File: src/rtl/fpa_pkg.sv
// fpa_pkg: shared types, codes and constants of the fixed partition allocator
// used by every rtl file of the block; depends on nothing
`timescale 1ns / 1ps

package fpa_pkg;

   localparam int NUM_SLOTS_DEF = 8;
   localparam int SIZE_BITS_DEF = 16;

   localparam int NUM_REGS      = 8;
   localparam int REG_BITS      = 16;
   localparam int REG_IDX_BITS  = 3;
   localparam int PADDR_BITS    = 5;
   localparam int PDATA_BITS    = 32;

   localparam int MODE_BITS     = 2;
   localparam int JOB_BITS      = 16;
   localparam int TAG_BITS      = 8;
   localparam int SLOT_OUT_BITS = 3;
   localparam int LEFT_BITS     = 16;

   typedef enum logic [MODE_BITS-1:0] {
      MODE_FIRST = 2'd0,
      MODE_NEXT  = 2'd1,
      MODE_BEST  = 2'd2,
      MODE_WORST = 2'd3
   } mode_type;

   typedef enum logic [1:0] {
      ST_IDLE,
      ST_SCAN,
      ST_DONE
   } state_type;

   typedef struct packed {
      logic fits;
      logic lt;
      logic gt;
   } cmp_flags_type;

   typedef struct packed {
      logic                     placed;
      logic [SLOT_OUT_BITS-1:0] slot;
      logic [LEFT_BITS-1:0]     leftover;
      logic [TAG_BITS-1:0]      tag_out;
   } result_type;

endpackage

File: src/rtl/fpa_csr.sv
// fpa_csr: apb-style register port and partition size memory
// depends on fpa_pkg
`timescale 1ns / 1ps

module fpa_csr (
   input  logic                             clock,
   input  logic                             reset,
   input  logic                             psel,
   input  logic                             penable,
   input  logic                             pwrite,
   input  logic [fpa_pkg::PADDR_BITS-1:0]   paddr,
   input  logic [fpa_pkg::PDATA_BITS-1:0]   pwdata,
   output logic [fpa_pkg::PDATA_BITS-1:0]   prdata,
   output logic                             pready,
   input  logic [fpa_pkg::REG_IDX_BITS-1:0] rd_addr,
   output logic [fpa_pkg::REG_BITS-1:0]     rd_data
);
   import fpa_pkg::*;

   logic [REG_BITS-1:0]     mem [NUM_REGS];
   logic [NUM_REGS-1:0]     valid_ff;
   logic [NUM_REGS-1:0]     valid_in;
   logic [REG_IDX_BITS-1:0] reg_idx;
   logic                    wr_en;
   logic [PDATA_BITS-1:0]   prdata_ff;
   logic [REG_BITS-1:0]     rd_data_ff;

   assign reg_idx = paddr[PADDR_BITS-1:2];
   assign wr_en   = psel && penable && pwrite;
   assign pready  = 1'b1;

   always_comb begin
      valid_in = valid_ff;
      if (wr_en) begin
         valid_in[reg_idx] = 1'b1;
      end
   end

   always_ff @(posedge clock) begin
      if (reset) begin
         valid_ff <= '0;
      end else begin
         valid_ff <= valid_in;
      end
   end

   // never-written entries read as their reset value of zero
   always_ff @(posedge clock) begin
      if (wr_en) begin
         mem[reg_idx] <= pwdata[REG_BITS-1:0];
      end
      if (psel && !penable) begin
         prdata_ff <= valid_ff[reg_idx] ? PDATA_BITS'(mem[reg_idx]) : '0;
      end
      rd_data_ff <= valid_ff[rd_addr] ? mem[rd_addr] : '0;
   end

   assign prdata  = prdata_ff;
   assign rd_data = rd_data_ff;

endmodule

File: src/rtl/fpa_cmp_unit.sv
// fpa_cmp_unit: shared subtract and compare unit used once per scanned slot
// depends on fpa_pkg
`timescale 1ns / 1ps

module fpa_cmp_unit #(
   parameter int SIZE_BITS = fpa_pkg::SIZE_BITS_DEF
) (
   input  logic [SIZE_BITS-1:0]   part_size,
   input  logic [SIZE_BITS-1:0]   need,
   input  logic [SIZE_BITS-1:0]   best_left,
   input  logic                   busy,
   output fpa_pkg::cmp_flags_type flags,
   output logic [SIZE_BITS-1:0]   diff
);
   import fpa_pkg::*;

   logic [SIZE_BITS:0] wide_diff;

   assign wide_diff  = {1'b0, part_size} - {1'b0, need};
   assign diff       = wide_diff[SIZE_BITS-1:0];
   // no borrow means the partition is large enough
   assign flags.fits = !busy && (part_size != '0) && !wide_diff[SIZE_BITS];
   // with both sizes at least need, ordering leftovers orders the sizes
   assign flags.lt   = diff < best_left;
   assign flags.gt   = diff > best_left;

endmodule

File: src/rtl/fpa_seq.sv
// fpa_seq: scan sequencer, occupancy bits, next fit pointer and pick registers
// depends on fpa_pkg and fpa_cmp_unit
`timescale 1ns / 1ps

module fpa_seq #(
   parameter int NUM_SLOTS = fpa_pkg::NUM_SLOTS_DEF,
   parameter int SIZE_BITS = fpa_pkg::SIZE_BITS_DEF
) (
   input  logic                             clock,
   input  logic                             reset,
   input  logic                             req_valid,
   output logic                             req_ready,
   input  fpa_pkg::mode_type                req_mode,
   input  logic [fpa_pkg::JOB_BITS-1:0]     req_job_size,
   input  logic [fpa_pkg::TAG_BITS-1:0]     req_job_tag,
   output logic [fpa_pkg::REG_IDX_BITS-1:0] rd_addr,
   input  logic [fpa_pkg::REG_BITS-1:0]     rd_data,
   output logic                             res_valid,
   output fpa_pkg::result_type              res,
   input  logic                             res_take
);
   import fpa_pkg::*;

   localparam int SLOT_BITS = (NUM_SLOTS > 1) ? $clog2(NUM_SLOTS) : 1;
   localparam int CNT_BITS  = $clog2(NUM_SLOTS + 1);
   localparam logic [CNT_BITS-1:0]  CNT_LAST  = CNT_BITS'(NUM_SLOTS);
   localparam logic [SLOT_BITS:0]   WRAP_N    = (SLOT_BITS + 1)'(NUM_SLOTS);
   localparam logic [SLOT_BITS-1:0] SLOT_LAST = SLOT_BITS'(NUM_SLOTS - 1);

   state_type              state_ff, state_in;
   mode_type               mode_ff, mode_in;
   logic [SIZE_BITS-1:0]   need_ff, need_in;
   logic [TAG_BITS-1:0]    tag_ff, tag_in;
   logic [CNT_BITS-1:0]    cnt_ff, cnt_in;
   logic                   cmp_vld_ff, cmp_vld_in;
   logic [SLOT_BITS-1:0]   cmp_idx_ff, cmp_idx_in;
   logic                   have_ff, have_in;
   logic [SLOT_BITS-1:0]   pick_ff, pick_in;
   logic [SIZE_BITS-1:0]   best_ff, best_in;
   logic [NUM_SLOTS-1:0]   busy_ff, busy_in;
   logic [SLOT_BITS-1:0]   next_ff, next_in;

   logic                   accept;
   logic                   issue;
   logic [SLOT_BITS:0]     wrap_sum;
   logic [SLOT_BITS-1:0]   issue_idx;
   logic [31:0]            job_wide;
   logic [31:0]            size_wide;
   logic [31:0]            left_wide;
   logic [SIZE_BITS-1:0]   cur_size;
   cmp_flags_type          flags;
   logic [SIZE_BITS-1:0]   diff;
   logic                   seq_mode;
   logic                   take;
   logic                   hit_stop;

   assign job_wide  = 32'(req_job_size);
   assign size_wide = 32'(rd_data);
   assign cur_size  = size_wide[SIZE_BITS-1:0];
   assign seq_mode  = (mode_ff == MODE_FIRST) || (mode_ff == MODE_NEXT);

   // slot to read this cycle, rotated by the pointer for next fit
   assign wrap_sum  = {1'b0, next_ff} + {1'b0, cnt_ff[SLOT_BITS-1:0]};
   always_comb begin
      if (mode_ff == MODE_NEXT) begin
         issue_idx = (wrap_sum >= WRAP_N) ? SLOT_BITS'(wrap_sum - WRAP_N)
                                          : wrap_sum[SLOT_BITS-1:0];
      end else begin
         issue_idx = cnt_ff[SLOT_BITS-1:0];
      end
   end
   assign rd_addr = REG_IDX_BITS'(issue_idx);

   fpa_cmp_unit #(
      .SIZE_BITS (SIZE_BITS)
   ) u_cmp (
      .part_size (cur_size),
      .need      (need_ff),
      .best_left (best_ff),
      .busy      (busy_ff[cmp_idx_ff]),
      .flags     (flags),
      .diff      (diff)
   );

   always_comb begin
      take = 1'b0;
      if (cmp_vld_ff && flags.fits) begin
         unique case (mode_ff)
            MODE_FIRST, MODE_NEXT: take = 1'b1;
            MODE_BEST:             take = !have_ff || flags.lt;
            MODE_WORST:            take = !have_ff || flags.gt;
         endcase
      end
   end
   assign hit_stop = take && seq_mode;

   // next state
   always_comb begin
      state_in = state_ff;
      unique case (state_ff)
         ST_IDLE: begin
            if (req_valid) state_in = ST_SCAN;
         end
         ST_SCAN: begin
            if (hit_stop || (cnt_ff == CNT_LAST)) state_in = ST_DONE;
         end
         ST_DONE: begin
            if (res_take) state_in = ST_IDLE;
         end
         default: state_in = ST_IDLE;
      endcase
   end

   // outputs and datapath
   always_comb begin
      req_ready  = (state_ff == ST_IDLE);
      res_valid  = (state_ff == ST_DONE);
      accept     = req_ready && req_valid;
      issue      = (state_ff == ST_SCAN) && (cnt_ff != CNT_LAST);
      left_wide  = 32'(best_ff);

      mode_in    = mode_ff;
      need_in    = need_ff;
      tag_in     = tag_ff;
      cnt_in     = cnt_ff;
      // an early stop drops the read already in flight
      cmp_vld_in = issue && !hit_stop;
      cmp_idx_in = issue_idx;
      have_in    = have_ff;
      pick_in    = pick_ff;
      best_in    = best_ff;
      busy_in    = busy_ff;
      next_in    = next_ff;

      if (accept) begin
         mode_in    = req_mode;
         need_in    = job_wide[SIZE_BITS-1:0];
         tag_in     = req_job_tag;
         cnt_in     = '0;
         cmp_vld_in = 1'b0;
         have_in    = 1'b0;
      end
      if (issue) begin
         cnt_in = cnt_ff + 1'b1;
      end
      if ((state_ff == ST_SCAN) && take) begin
         have_in = 1'b1;
         pick_in = cmp_idx_ff;
         best_in = diff;
      end
      if (res_valid && res_take && have_ff) begin
         busy_in[pick_ff] = 1'b1;
         if (mode_ff == MODE_NEXT) begin
            next_in = (pick_ff == SLOT_LAST) ? '0 : pick_ff + 1'b1;
         end
      end

      res.placed   = have_ff;
      res.slot     = have_ff ? SLOT_OUT_BITS'(pick_ff) : '0;
      res.leftover = have_ff ? left_wide[LEFT_BITS-1:0] : '0;
      res.tag_out  = tag_ff;
   end

   always_ff @(posedge clock) begin
      if (reset) begin
         state_ff   <= ST_IDLE;
         cnt_ff     <= '0;
         cmp_vld_ff <= 1'b0;
         have_ff    <= 1'b0;
         busy_ff    <= '0;
         next_ff    <= '0;
      end else begin
         state_ff   <= state_in;
         cnt_ff     <= cnt_in;
         cmp_vld_ff <= cmp_vld_in;
         have_ff    <= have_in;
         busy_ff    <= busy_in;
         next_ff    <= next_in;
      end
   end

   always_ff @(posedge clock) begin
      mode_ff    <= mode_in;
      need_ff    <= need_in;
      tag_ff     <= tag_in;
      cmp_idx_ff <= cmp_idx_in;
      pick_ff    <= pick_in;
      best_ff    <= best_in;
   end

`ifndef SYNTH
   // a held pick always names a partition that is still free
   assert property (@(posedge clock) disable iff (reset)
      (state_ff != ST_IDLE && have_ff) |-> !busy_ff[pick_ff])
      else $error("picked partition already busy");

   // the next fit pointer never leaves the slot range
   assert property (@(posedge clock) disable iff (reset)
      next_ff <= SLOT_LAST)
      else $error("next fit pointer out of range");

   // a result that is not taken holds its pick
   assert property (@(posedge clock) disable iff (reset)
      (state_ff == ST_DONE && !res_take) |=>
         (state_ff == ST_DONE && $stable(pick_ff) && $stable(have_ff)))
      else $error("pending result changed");

   // compares only happen while scanning
   assert property (@(posedge clock) disable iff (reset)
      cmp_vld_ff |-> (state_ff == ST_SCAN))
      else $error("compare outside scan");
`endif

endmodule

File: src/rtl/fixed_partition_allocator.sv
// fixed_partition_allocator: top level with request/response channels and csr port
// depends on fpa_pkg, fpa_csr, fpa_seq (and through it fpa_cmp_unit)
`timescale 1ns / 1ps

// Places each request transaction into one of NUM_SLOTS fixed partitions whose
// sizes are written through the apb-style port (part_size_i at byte address 4*i,
// 16 bits, zero marks a partition unusable). The mode field selects first, next,
// best or worst fit; best and worst fit pick the lowest index on a tie. A placed
// partition stays busy until reset, and next fit keeps its pointer between
// transactions. Each request gives exactly one response transaction. Timing:
// one request is in flight at a time; a full scan runs from acceptance to the
// response register, while first and next fit stop at the first match and
// finish sooner. The next request can be taken in the cycle after the response
// is loaded. The scan reads one partition size per cycle from the size memory
// and checks it in the single shared subtract/compare unit. The response sits
// in an output register, so a new request is taken while the previous
// response waits.

module fixed_partition_allocator #(
   parameter int NUM_SLOTS = fpa_pkg::NUM_SLOTS_DEF,
   parameter int SIZE_BITS = fpa_pkg::SIZE_BITS_DEF
) (
   input  logic                                clock,
   input  logic                                reset,
   // request channel
   input  logic                                req_valid,
   output logic                                req_ready,
   input  logic [fpa_pkg::MODE_BITS-1:0]       req_mode,
   input  logic [fpa_pkg::JOB_BITS-1:0]        req_job_size,
   input  logic [fpa_pkg::TAG_BITS-1:0]        req_job_tag,
   // response channel
   output logic                                rsp_valid,
   input  logic                                rsp_ready,
   output logic                                rsp_placed,
   output logic [fpa_pkg::SLOT_OUT_BITS-1:0]   rsp_slot,
   output logic [fpa_pkg::LEFT_BITS-1:0]       rsp_leftover,
   output logic [fpa_pkg::TAG_BITS-1:0]        rsp_tag_out,
   // configuration port
   input  logic                                psel,
   input  logic                                penable,
   input  logic                                pwrite,
   input  logic [fpa_pkg::PADDR_BITS-1:0]      paddr,
   input  logic [fpa_pkg::PDATA_BITS-1:0]      pwdata,
   output logic [fpa_pkg::PDATA_BITS-1:0]      prdata,
   output logic                                pready
);
   import fpa_pkg::*;

   logic [REG_IDX_BITS-1:0] rd_addr;
   logic [REG_BITS-1:0]     rd_data;
   logic                    res_valid;
   result_type              res;
   logic                    res_take;
   logic                    load;

   // output register state
   logic                    rsp_valid_ff, rsp_valid_in;
   result_type              rsp_ff;

   // size memory; the user must write it only while no transaction is in flight, the block does not enforce this
   fpa_csr u_csr (
      .clock   (clock),
      .reset   (reset),
      .psel    (psel),
      .penable (penable),
      .pwrite  (pwrite),
      .paddr   (paddr),
      .pwdata  (pwdata),
      .prdata  (prdata),
      .pready  (pready),
      .rd_addr (rd_addr),
      .rd_data (rd_data)
   );

   // scan sequencer with the shared compare unit inside
   fpa_seq #(
      .NUM_SLOTS (NUM_SLOTS),
      .SIZE_BITS (SIZE_BITS)
   ) u_seq (
      .clock        (clock),
      .reset        (reset),
      .req_valid    (req_valid),
      .req_ready    (req_ready),
      .req_mode     (mode_type'(req_mode)),
      .req_job_size (req_job_size),
      .req_job_tag  (req_job_tag),
      .rd_addr      (rd_addr),
      .rd_data      (rd_data),
      .res_valid    (res_valid),
      .res          (res),
      .res_take     (res_take)
   );

   // the register frees up when empty or drained in this cycle
   assign res_take = !rsp_valid_ff || rsp_ready;
   assign load     = res_valid && res_take;

   always_comb begin
      rsp_valid_in = rsp_valid_ff;
      if (load) begin
         rsp_valid_in = 1'b1;
      end else if (rsp_ready) begin
         rsp_valid_in = 1'b0;
      end
   end

   always_ff @(posedge clock) begin
      if (reset) begin
         rsp_valid_ff <= 1'b0;
      end else begin
         rsp_valid_ff <= rsp_valid_in;
      end
   end

   // payload holds until the next load
   always_ff @(posedge clock) begin
      if (load) begin
         rsp_ff <= res;
      end
   end

   assign rsp_valid    = rsp_valid_ff;
   assign rsp_placed   = rsp_ff.placed;
   assign rsp_slot     = rsp_ff.slot;
   assign rsp_leftover = rsp_ff.leftover;
   assign rsp_tag_out  = rsp_ff.tag_out;

endmodule

File: config.mk
export PLATFORM = sky130hd
export DESIGN_NAME = fixed_partition_allocator
export DESIGN_NICKNAME = d
export VERILOG_FILES = /design/src/rtl/fpa_pkg.sv /design/src/rtl/fpa_csr.sv /design/src/rtl/fpa_cmp_unit.sv /design/src/rtl/fpa_seq.sv /design/src/rtl/fixed_partition_allocator.sv
export SDC_FILE = /design/constraint.sdc
export NUM_CORES = 1
export LEC_CHECK = 0
export ABC_AREA = 1
export BUFFER_PORTS_ARGS = -buffer_cell sky130_fd_sc_hd__buf_2
export CAP_MARGIN = 15
export CORE_MARGIN = 2
export CORE_UTILIZATION = 34
export CTS_CLUSTER_SIZE = 12
export DETAILED_ROUTE_END_ITERATION = 7
export GPL_ROUTABILITY_DRIVEN = 0
export HOLD_SLACK_MARGIN = 0.03
export PLACE_DENSITY = 0.49
export SLEW_MARGIN = 20
export SYNTH_ARGS = -nofsm -noshare
export SYNTH_HDL_FRONTEND = slang
export SYNTH_SLANG_ARGS = --single-unit
File: constraint.sdc
create_clock -name clock -period 6.5 [get_ports clock]
set_clock_uncertainty 0.15 [all_clocks]
set_input_delay 0 -clock clock [delete_from_list [all_inputs] [get_ports clock]]
set_output_delay 0 -clock clock [all_outputs]
set_load 0.02 [all_outputs]
# Word level (Yosys, flattened, before mapping)
# Memory sizes are Yosys's and may differ from the RTL's. A register that Yosys moved wholly into a read port is not among the register bits.
# Index checks and enable logic that the tools add are counted.
[word_totals]
latch_bits = 0
inputBits = 70
mem_bits_rw = 128
rom_bits = 0
wordCells = 112
regBits = 120
memories = 1
out_inout_bits = 63
[mem_list]
columns = ["name", "words", "word_bits", "rd", "rd_ports_with_merged_regs", "wr", "line", "rtl"]
rows = [
  ["u_csr.mem", 8, 16, 2, 2, 1, "fpa_csr.sv:20", "logic [REG_BITS-1:0] mem [NUM_REGS];"],
]
[classes]
reduce_logical = 38
n_lt_le_gt_ge = 9
n_mul = 0
div_mod_pow = 0
bitwise_logic = 2
shift = 0
n_mux = 27
eq_ne = 11
add_sub_neg = 5
[ops]
columns = ["operator", "n"]
rows = [
  ["subtractor 16 x 16 -> 17 bit", 1],
  ["> comparator 16 bit", 1],
  ["< comparator 16 bit", 1],
  ["< comparator 3 x 4 -> 1 bit (second input constant)", 4],
  ["bitwise OR 8 bit", 2],
  ["nonzero test 16 bit", 1],
  ["logical AND 1 bit", 15],
  ["2-to-1 mux 1 bit", 12],
  ["binary-select mux 1 bit (select 3 bit)", 3],
  ["2-to-1 mux 3 bit", 3],
  ["logical NOT 1 bit", 8],
  ["2-to-1 mux 4 bit", 2],
  ["demux 1 bit (select 3 bit)", 2],
  ["== test 2 bit (second input constant)", 3],
  [">= comparator 3 x 1 -> 1 bit (second input constant)", 2],
  ["2-to-1 mux 2 bit", 3],
  ["case mux 2 bit (3 select lines)", 1],
  ["nonzero test 2 bit", 3],
  ["logical OR 1 bit", 5],
  ["adder 3 x 3 -> 4 bit", 1],
  ["adder 4 x 1 -> 4 bit (second input constant)", 1],
  ["== test 2 x 1 -> 1 bit (second input constant)", 2],
  ["== test 4 bit (second input constant)", 1],
  [">= comparator 4 bit (second input constant)", 1],
  ["11 further kinds", 14],
]

# Depth between registers and ports, before layout
# Gate-level depths: netlist (run 1).
[depth]
ltp_word = 11
ltp_mapped = 24
depth_no_buf = 24

# Modules after synthesis
# A second synthesis (run 1) with hierarchy kept.
[hier_totals]
hier_cells = 1505
area_unflattened_um2 = 13171.4
[by_module_without_submodules]
columns = ["mod", "area_per_inst_um2", "cells_per_inst", "instances", "seq_area_each_um2"]
rows = [
  ["fpa_csr", 8169.1, 936, 1, 4804.6],
  ["fpa_seq", 2617.5, 253, 1, 1791.7],
  ["fpa_cmp_unit", 1496.4, 282, 1, 0.0],
  ["fixed_partition_allocator", 888.4, 34, 1, 860.8],
]

# Least setup slack after synthesis (run 1)
# No wires, ideal clock.
[synth_path]
path_type = "register to register"
start = "register u_seq.need_ff[0]"
end = "register u_seq.best_ff[0], enable pin"
setup_time_ps = 396
required_time_ps = 5954
period_less_slack_ps = 3976
arrival_time_ps = 3430
path_buffers = 0
slack_ps = 2524
stages_incl_launch_ff = 22
cell_sequence = "edfxtp_1 -> ha_1 -> fa_1 -> inv_1 -> nand3_1 -> nand2_1 -> nand2_1 -> nand2_1 -> a21oi_1 -> o21bai_1 -> xor2_1 -> ha_1 -> nand2_1 -> nor2_1 -> inv_1 -> nor3_1 -> nand2_1 -> nand2_1 -> nand2_1 -> nand3_1 -> nand2_1 -> nor2_1"
[synth_between]
elab_chain_len = 6
word_cells_on_any_way = 11
[synth_rtl]
columns = ["element", "line", "rtl"]
rows = [
  ["start, declared", "fpa_seq.sv:32", "logic [SIZE_BITS-1:0] need_ff, need_in;"],
  ["start signal, assigned", "fpa_seq.sv:184", "need_ff <= need_in;"],
  ["subtractor 16 x 16 -> 17 bit (*)", "fpa_cmp_unit.sv:19", "assign wide_diff = {1'b0, part_size} - {1'b0, need};"],
  ["via u_seq.diff[14]", "fpa_seq.sv:52", "logic [SIZE_BITS-1:0] diff;"],
  ["> comparator 16 bit or < comparator 16 bit (tied branches)", "fpa_cmp_unit.sv:25, fpa_cmp_unit.sv:24", ""],
  ["logical OR 1 bit (on tied branches)", "fpa_seq.sv:91, fpa_seq.sv:90", ""],
  ["case mux 1 bit (3 select lines) (*)", "fpa_seq.sv:88", "unique case (mode_ff)"],
  ["2-to-1 mux 1 bit (*)", "fpa_seq.sv:87", "if (cmp_vld_ff && flags.fits) begin"],
  ["logical AND 1 bit (*)", "fpa_seq.sv:146", "if ((state_ff == ST_SCAN) && take) begin"],
  ["end signal, assigned", "fpa_seq.sv:188", "best_ff <= best_in;"],
  ["end, declared", "fpa_seq.sv:39", "logic [SIZE_BITS-1:0] best_ff, best_in;"],
]
# The timed path passes the listed nets; every way through them passes the cells marked *.
# A chain may end at the register's enable or synchronous reset.

# Final worst setup path (run 1)
[layout_path]
start = "register u_seq.need_ff[2]"
end = "register u_seq.state_ff[0]"
[layout_between]
elab_chain_len = 9
word_cells_on_any_way = 14
[layout_rtl]
columns = ["element", "line", "rtl"]
rows = [
  ["subtractor 16 x 16 -> 17 bit (*)", "fpa_cmp_unit.sv:19", ""],
  ["via u_seq.diff[15]", "fpa_seq.sv:52", ""],
  ["> comparator 16 bit or < comparator 16 bit (tied branches)", "fpa_cmp_unit.sv:25, fpa_cmp_unit.sv:24", ""],
  ["logical OR 1 bit (on tied branches)", "fpa_seq.sv:91, fpa_seq.sv:90", ""],
  ["case mux 1 bit (3 select lines) (*)", "fpa_seq.sv:88", ""],
  ["2-to-1 mux 1 bit (*)", "fpa_seq.sv:87", ""],
  ["logical AND 1 bit (*)", "fpa_seq.sv:95", "assign hit_stop = take && seq_mode;"],
  ["logical OR 1 bit (*)", "fpa_seq.sv:105", "if (hit_stop || (cnt_ff == CNT_LAST)) state_in = ST_DONE;"],
  ["inequality test 2 x 1 -> 1 bit (no source line) (*)", "n/a", ""],
  ["AND reduction 3 bit (no source line) (*)", "n/a", ""],
  ["end signal, assigned", "fpa_seq.sv:173", "state_ff <= state_in;"],
  ["end, declared", "fpa_seq.sv:30", "state_type state_ff, state_in;"],
]
# Marked as above.

==> results of run 1 <==
==> state kept, by name (all words and copies together), names as in the netlist, 4 cells and up <==
signal / flops
u_seq.best_ff: 16
u_seq.need_ff: 16
u_csr.prdata: 16
rsp_leftover: 16
u_csr.mem: 128
u_csr.rd_data: 16
u_seq.tag_ff: 8
rsp_tag_out: 8
u_seq.busy_ff: 8
u_seq.cnt_ff: 4
u_csr.valid_ff: 8
==> cell families (layout without fill, tap and decap cells) <==
| logic type | after synthesis | in the layout | synth area share |
|---|---|---|---|
| AO/OA/AOI/OAI | 305 | 305 | 0.137 |
| XOR/XNOR | 15 | 15 | 0.0123 |
| buffers and inverters | 224 | 408 | 0.0795 |
| adder cells (fa/ha/maj) | 39 | 39 | 0.0411 |
| flip-flops | 264 | 264 | 0.609 |
| AND/OR/NAND/NOR | 322 | 322 | 0.106 |
| other | 2 | 17 | 0.000614 |
| multiplexers | 16 | 16 | 0.0147 |
==> worst max path at each step <==
stage                     cells after the start                       start                             end  slack [ns]
after floorplan                              21  u_seq.need_ff[0]$_DFFE_PP_      u_seq.best_ff[0]$_DFFE_PP_        2.52
after global placement                       21  u_seq.need_ff[2]$_DFFE_PP_     u_seq.best_ff[15]$_DFFE_PP_        2.44
after detailed placement                     21  u_seq.need_ff[2]$_DFFE_PP_     u_seq.best_ff[14]$_DFFE_PP_        2.43
after CTS                                    22  u_seq.need_ff[2]$_DFFE_PP_  u_seq.state_ff[0]$_SDFFE_PP0P_        2.21
after global routing                         22  u_seq.need_ff[2]$_DFFE_PP_  u_seq.state_ff[0]$_SDFFE_PP0P_        1.96
final                                        22  u_seq.need_ff[2]$_DFFE_PP_  u_seq.state_ff[0]$_SDFFE_PP0P_        2.29
==> placed cells by master, fill, tap and decap left out, drive strengths merged, types with 17 or more instances in the layout <==
master / instances
conb: 17
nand2: 113
ha: 37
dlygate4sd3: 76
dfxtp: 47
o21ai: 167
clkbuf: 40
buf: 116
nor2: 178
inv: 161
edfxtp: 217
a21oi: 93
==> worst register-to-register path: stages, from the launching register on <==
cell and delay [ns]:
edfxtp_1 0.37, inv_1 0.10, ha_1 0.28, a21oi_1 0.15, o21ai_1 0.11, a21oi_1 0.29, o21ai_1 0.17, a21oi_1 0.15
o21bai_1 0.08, xor2_1 0.16, ha_1 0.30, nand2_1 0.06, nor2_1 0.23, inv_1 0.10, nor3_1 0.21, nand2_1 0.12
nand2_1 0.07, nand2_1 0.05, nand3_1 0.08, nand3_1 0.08, nand2_1 0.12, a21oi_1 0.07, dlygate4sd3_1 0.58
==> area by class of cell <==
| class | count | area (um^2) |
|---|---|---|
| clock buffer | 40 | 810 |
| clock inverter | 15 | 138 |
| fill | 3444 | 20600 |
| inverter | 161 | 604 |
| multi-input combinational | 714 | 3870 |
| sequential | 264 | 7460 |
| tap | 461 | 577 |
| timing repair buffer | 192 | 1390 |
==> where the power goes <==
group          total [mW]  switching [mW]  internal (mW)
registers            1.93          0.0270           1.91
logic               0.588           0.379          0.209
clock network        1.62           0.640          0.982
total                4.14            1.05           3.10
==> Yosys cell counts (6+ instances only) <==
master / number
nor2_1: 174
buf_2: 10
xor2_1: 8
edfxtp_1: 217
buf_6: 6
mux2_2: 16
buf_1: 6
o21ai_0: 123
clkbuf_1: 21
nand2_1: 110
inv_1: 146
xnor2_1: 6
a41oi_1: 16
ha_1: 37
inv_2: 15
buf_4: 20
nand3_1: 14
a21oi_1: 92
o21ai_1: 42
dfxtp_1: 47
o22ai_1: 16
==> what timing repair did <==
action / in CTS / in global routing
hold endpoints to repair: 227 / 0
hold buffers: 76 / 0
resized for setup: 0 / 0
==> stage by stage <==
step                cell area, um^2  hold WS (ns)   util
floorplan                     12300       -0.0809      -
global placement              13100        0.0284  0.370
detailed placement            13100        0.0282  0.370
CTS                           14800        0.0409  0.418
global route                  14800        0.0683  0.418
finish                        14800        0.0686  0.418
==> metal layers <==
metal | track usage | routed length, um | vias up
li1 | - | - | 4388
met1 | 0.219 | 14100 | 4092
met2 | 0.261 | 13900 | 249
met3 | 0.0240 | 1600 | 50
met4 | 0.0370 | 612 | 4
met5 | 0 | 25 | -
==> impl_metrics.py, run 1 <==
metrics = {
    "clocking": {
        "htreeDepth": 1,
        "cts.clk_slew.worst_paths_ns": 0.06,
        "cts_setup_buffers": 0,
        "root_buffer": "clkbuf_16",
        "cts_buffer_depth": 3,
        "clk_latency_ns": 0.55,
        "cts_tree": "yes",
        "numCtsBuffers": 30,
        "cts_sinks": 264,
    },
    "timing": {
        "slew_headroom": 0.323,
        "rsz0062_at_grt": "no",
        "worst_pin_slew_ns": 1.01,
        "hold_violations": 0,
        "drv_slew": 0,
        "fmax_ghz": 0.237,
        "worst_slack_ns": 2.29,
        "fin_crit_ns": 4.21,
        "finalCritPeriodShare": 0.648,
        "finalSetupTns_ns": 0,
        "setup_viol": 0,
    },
    "worst_setup_path": {
        "startpoint_type": "register",
        "worstRegToRegCells": 22,
        "critPathBufInv": 3,
        "r2r_slack_ns": 2.29,
        "crit_fanout": 4,
        "crit_type": "reg -> reg",
        "path_cells": "inv_1 -> ha_1 -> a21oi_1 -> o21ai_1 -> a21oi_1 -> o21ai_1 -> a21oi_1 -> o21bai_1 -> xor2_1 -> ha_1 -> nand2_1 -> nor2_1 -> inv_1 -> nor3_1 -> nand2_1 -> nand2_1 -> nand2_1 -> nand3_1 -> nand3_1 -> nand2_1 -> a21oi_1 -> dlygate4sd3_1",
        "critPathSlowestCell": "dlygate4sd3_1",
        "crit_arrival_ns": 4.49,
        "crit_top_cell": "nand2_1",
        "critPathMaxStageDelay_ns": 0.58,
        "worstReg2RegEnd": "u_seq.state_ff[0]$_SDFFE_PP0P_",
        "r2r_start": "u_seq.need_ff[2]$_DFFE_PP_",
        "crit_required_ns": 6.78,
        "crit_path_end_kind": "register",
        "cp_top_family": "compound AO/OA/AOI/OAI gates",
    },
    "routing": {
        "first_iter_violations": 541,
        "wl_per_cell_um": 16.4,
        "dr.pass1.iters": 6,
        "routed_via_density": 4.76,
        "drtAntennaViolNets": 0,
        "drc": 0,
        "wl_um": 30300,
        "vias": 8783,
    },
    "min_path": {
        "hold_end": "u_csr.prdata[1]$_SDFFCE_PN0P_",
        "min_from": "paddr[2]",
        "hp-class": "in -> reg",
        "hold_depth": 4,
    },
    "cells_and_area": {
        "layout.cells.non_filler": 1847,
        "layout-drive-gt1-share": 0.142,
        "area_growth_pct": 21.3,
        "nNetsFinal": 1472,
        "diodes": 0,
    },
    "synthesis": {
        "synth.largest_area_cell": "edfxtp_1",
        "yosys-top-cells-area": "edfxtp_1 (53%), dfxtp_1 (7.7%), nor2_1 (5.3%)",
        "synthFlopType": "edfxtp_1",
        "ys_seq_area_frac": 0.609,
        "syn_area_per_cell_um2": 10.3,
        "yosys_warnings": 0,
        "synth_top_area_share": 0.532,
        "ys_ff_latch": 264,
        "synth.distinct_cells": 45,
        "syn_area_um2": 12200,
        "synthCells": 1187,
        "synth-edff-count": 217,
        "synthArstFlopShare": 0,
    },
    "floorplan": {
        "chipHeight_um": 194,
        "initial_core_util": 0.345,
        "die_area_um2": 37500,
        "dieWidth_um": 194,
        "ios": 133,
        "core_area_um2": 35500,
        "num_rows": 69,
    },
    "pwr": {
        "vdd_drop_max_uv": 209,
        "report.power.total_mw": 4.14,
        "leakage_nw": 5.96,
        "p_per_area_nw_per_um2": 279,
    },
    "placed_design": {
        "hpwlAfterDp_um": 18700,
        "numPortBuffers": 97,
        "dp.cells": 1716,
        "preCtsSetupSlack_ns": 2.43,
    },
    "global_route": {
        "grt_max_degree": 88,
        "track_usage": 0.158,
        "grt_overflow": 0,
        "grt_pass1_wl_um": 46700,
        "grt_pass1_vias": 8427,
        "antenna_found_initial": 2,
    },
    "status": {
        "outcome": "complete, no violations",
    },
    "job": {
        "cap_viol_max_count": 0,
    },
}
(Power assumes the default switching activity.)
==> run 2, diff against run 1 <==
--- a/config.mk
+++ b/config.mk
@@ -5,7 +5,7 @@
 export SDC_FILE = /design/constraint.sdc
 export NUM_CORES = 1
 export LEC_CHECK = 0
-export ABC_AREA = 1
+export ABC_AREA = 0
 export BUFFER_PORTS_ARGS = -buffer_cell sky130_fd_sc_hd__buf_2
 export CAP_MARGIN = 15
 export CORE_MARGIN = 2
==> constraint.sdc (replaced) <==
create_clock -name clock -period 4 [get_ports clock]
set_clock_uncertainty 0.15 [all_clocks]
set_input_delay 0 -clock clock [delete_from_list [all_inputs] [get_ports clock]]
set_output_delay 0 -clock clock [all_outputs]
set_load 0.02 [all_outputs]
==> run 2 against run 1 <==
Net effect:
- worst hold slack worse by 0.017 ns
- largest cell class unchanged
- via count down 20%
- clock-buffer cell count down 3
- final cell count down 19%
- critical path type unchanged
==> impl_metrics.py, run 2 <==
metrics = {
    "worst_setup_path": {
        "r2r_slack_ns": 0.03,
        "startpoint_type": "register",
        "critPathSlowestCell": "edfxtp_1",
        "crit_arrival_ns": 4.08,
        "setup.worst_path.start": "u_seq.need_ff[1]$_DFFE_PP_",
        "crit_required_ns": 4.11,
        "r2r_start": "u_seq.need_ff[1]$_DFFE_PP_",
        "crit_type": "reg -> reg",
        "crit_path_end_kind": "register",
        "path_cells": "inv_1 -> ha_1 -> nor2b_1 -> o21a_1 -> a31oi_2 -> a31oi_1 -> a21o_1 -> a21oi_1 -> xnor2_1 -> ha_1 -> a21oi_1 -> o21ai_0 -> a211oi_1 -> o21ai_1 -> mux2_4 -> a31oi_4 -> buf_12",
        "critPathMaxStageDelay_ns": 0.39,
        "crit_fanout": 15,
    },
    "synthesis": {
        "synth_top_area_share": 0.545,
        "yosys-top-cells-area": "edfxtp_1 (55%), mux4_2 (10%), dfxtp_1 (7.9%)",
        "synthFlopType": "edfxtp_1",
        "yosys_warnings": 0,
        "synth.largest_area_cell": "edfxtp_1",
        "ys_ff_latch": 264,
        "yosys.area_share.simple": 0.0704,
        "synth_fa_ha_area_frac": 0.0421,
        "syn_area_per_cell_um2": 14.9,
        "synthArstFlopShare": 0,
        "synth.distinct_cells": 52,
        "synth_xor_area_frac": 0.0132,
        "synth-edff-count": 217,
        "ys_seq_area_frac": 0.624,
        "syn_area_um2": 12000,
        "synth.area.mux_share": 0.161,
        "synth_most_common_cell": "edfxtp_1",
        "synth_top_family_by_area": "multiplexers",
        "synthCells": 802,
        "synth-compound-area-share": 0.0430,
        "synth_common_cells": "edfxtp_1 (217), mux2i_1 (72), mux4_2 (53), nor2_1 (50), nand2_1 (49)",
    },
    "floorplan": {
        "die_area_um2": 36700,
        "ios": 133,
        "initial_core_util": 0.346,
        "core_area_um2": 34500,
        "num_rows": 68,
        "chipHeight_um": 191,
        "dieWidth_um": 191,
    },
    "pwr": {
        "leakage_nw": 5.90,
        "report.power.total_mw": 6.12,
        "vdd_drop_max_uv": 346,
        "combPwrFrac": 0.077,
        "clkPwrFrac": 0.426,
        "switching_share": 0.220,
        "p_int_mw": 4.77,
        "pwr-share-seq": 0.497,
        "p_switching_mw": 1.35,
        "p_per_area_nw_per_um2": 415,
    },
    "routing": {
        "first_iter_violations": 377,
        "wl_um": 26800,
        "dr.pass1.iters": 7,
        "drtAntennaViolNets": 0,
        "wl_per_cell_um": 18.0,
        "routed_via_density": 4.71,
        "vias": 7000,
        "drc": 0,
    },
    "cells_and_area": {
        "final_util": 0.427,
        "mostFrequentLayoutCells": "edfxtp_1 (217), buf_2 (97), dlygate4sd3_1 (74)",
        "final_cell_area_um2": 14700,
        "area_growth_pct": 23.4,
        "largest-register": "u_csr.mem",
        "largest_register_ffs": 128,
        "nNetsFinal": 1117,
        "layout.cells.non_filler": 1487,
        "layout-drive-gt1-share": 0.256,
        "mostFrequentLayoutCell": "edfxtp_1",
    },
    "placed_design": {
        "dp.cells": 1355,
        "hpwlAfterDp_um": 17500,
        "placed_cell_area_um2": 13000,
        "numPortBuffers": 97,
    },
    "clocking": {
        "htreeDepth": 1,
        "clk_latency_ns": 0.56,
        "cts_sinks": 264,
        "root_buffer": "clkbuf_16",
        "cts_tree": "yes",
        "cts_buffer_depth": 3,
        "cts.clk_slew.worst_paths_ns": 0.05,
        "numCtsBuffers": 30,
    },
    "status": {
        "outcome": "complete, no violations",
    },
    "global_route": {
        "antenna_found_initial": 1,
        "grt_pass1_vias": 7116,
        "grt_pass1_wl_um": 40900,
        "grt_max_degree": 37,
        "grt_overflow": 0,
        "track_usage": 0.148,
    },
    "timing": {
        "fin_crit_ns": 3.97,
        "hold_violations": 0,
        "finalCritPeriodShare": 0.993,
        "setup_viol": 0,
        "worst_pin_slew_ns": 1.10,
        "drv_slew": 0,
        "rsz0062_at_grt": "yes",
        "fmax_ghz": 0.252,
        "slew_headroom": 0.266,
    },
    "min_path": {
        "min_from": "req_job_size[2]",
        "hp-class": "in -> reg",
    },
    "job": {
        "cap_viol_max_count": 0,
    },
}
==> run 2: cells by family (layout without fill, tap and decap cells) <==
family,count (synthesis),count (layout)
muxes,126,126
other,2,18
adders and majority gates,39,39
and+or+nand+nor,174,174
xor gates and xnor gates,18,18
DFF,264,264
buffers and inverters,94,308
AOI/OAI and AO/OA,85,85
==> run 2: final timing paths <==
| path | endpoint | cells past startpoint |
|---|---|---|
| worst max register to register | u_seq.best_ff[12]$_DFFE_PP_ | 17 |
| worst min-delay path | u_seq.need_ff[2]$_DFFE_PP_ | 2 |
| worst min register to register | rsp_tag_out[7]$_DFFE_PP_ | 0 |
| worst max-delay path | u_seq.best_ff[12]$_DFFE_PP_ | 17 |
==> run 2: power by group through the flow <==
stage | clock, mW | sequential (mW) | combinational (mW)
after floorplan | 0 | 3.10 | 0.311
final | 2.61 | 3.04 | 0.474
after global placement | 0 | 3.10 | 0.420
after CTS | 2.68 | 3.04 | 0.479
after detailed placement | 0 | 3.10 | 0.421
after global routing | 2.80 | 3.04 | 0.523
==> run 2: through the flow <==
stage / TNS (ns) / setup WS, ns / hold WS [ns]
global placement: 0 / 0.00606 / 0.0276
floorplan: 0 / 0.0458 / -0.0511
finish: 0 / 0.0265 / 0.0514
detailed placement: -0.778 / -0.0474 / 0.0283
global route: -2.97 / -0.173 / 0.0416
CTS: 0 / 0.0166 / 0.0344
==> run 2: final cells by class <==
| class | count | area, um^2 |
|---|---|---|
| Clock inverter | 18 | 149 |
| Timing Repair Buffer | 205 | 1510 |
| Fill cell | 3203 | 19800 |
| Tap cell | 455 | 569 |
| Clock buffer | 37 | 797 |
| Inverter | 48 | 180 |
| Multi-Input combinational cell | 459 | 4080 |
| Sequential cell | 264 | 7460 |
| Antenna cell | 1 | 2.50 |
==> run 2: layer usage <==
layer  vias to the layer above  routed length (um)  GRT usage
li1                       3384                   -          -
met1                      3417               11800      0.196
met4                         0                 542     0.0337
met2                       159               13300      0.257
met5                         -                   0          0
met3                        40                1200     0.0217
==> run 2: worst max-delay path: cells and delay by family (launching register included) <==
kind | cells | cell delay [ns]
AOI/OAI and AO/OA | 10 | 1.77
xor gates and xnor gates | 1 | 0.16
adders and majority gates | 2 | 0.49
buffers and inverters | 2 | 0.26
DFF | 1 | 0.39
muxes | 1 | 0.33
and+or+nand+nor | 1 | 0.13
==> run 2: timing repair <==
action | in CTS | in global routing
endpoints found under the setup margin | 19 | 19
hold buffers | 74 | 0
buffers inserted | 0 | 2
pin swaps | 2 | 0
gates resized for setup | 5 | 8
endpoints found under the hold margin | 230 | 0
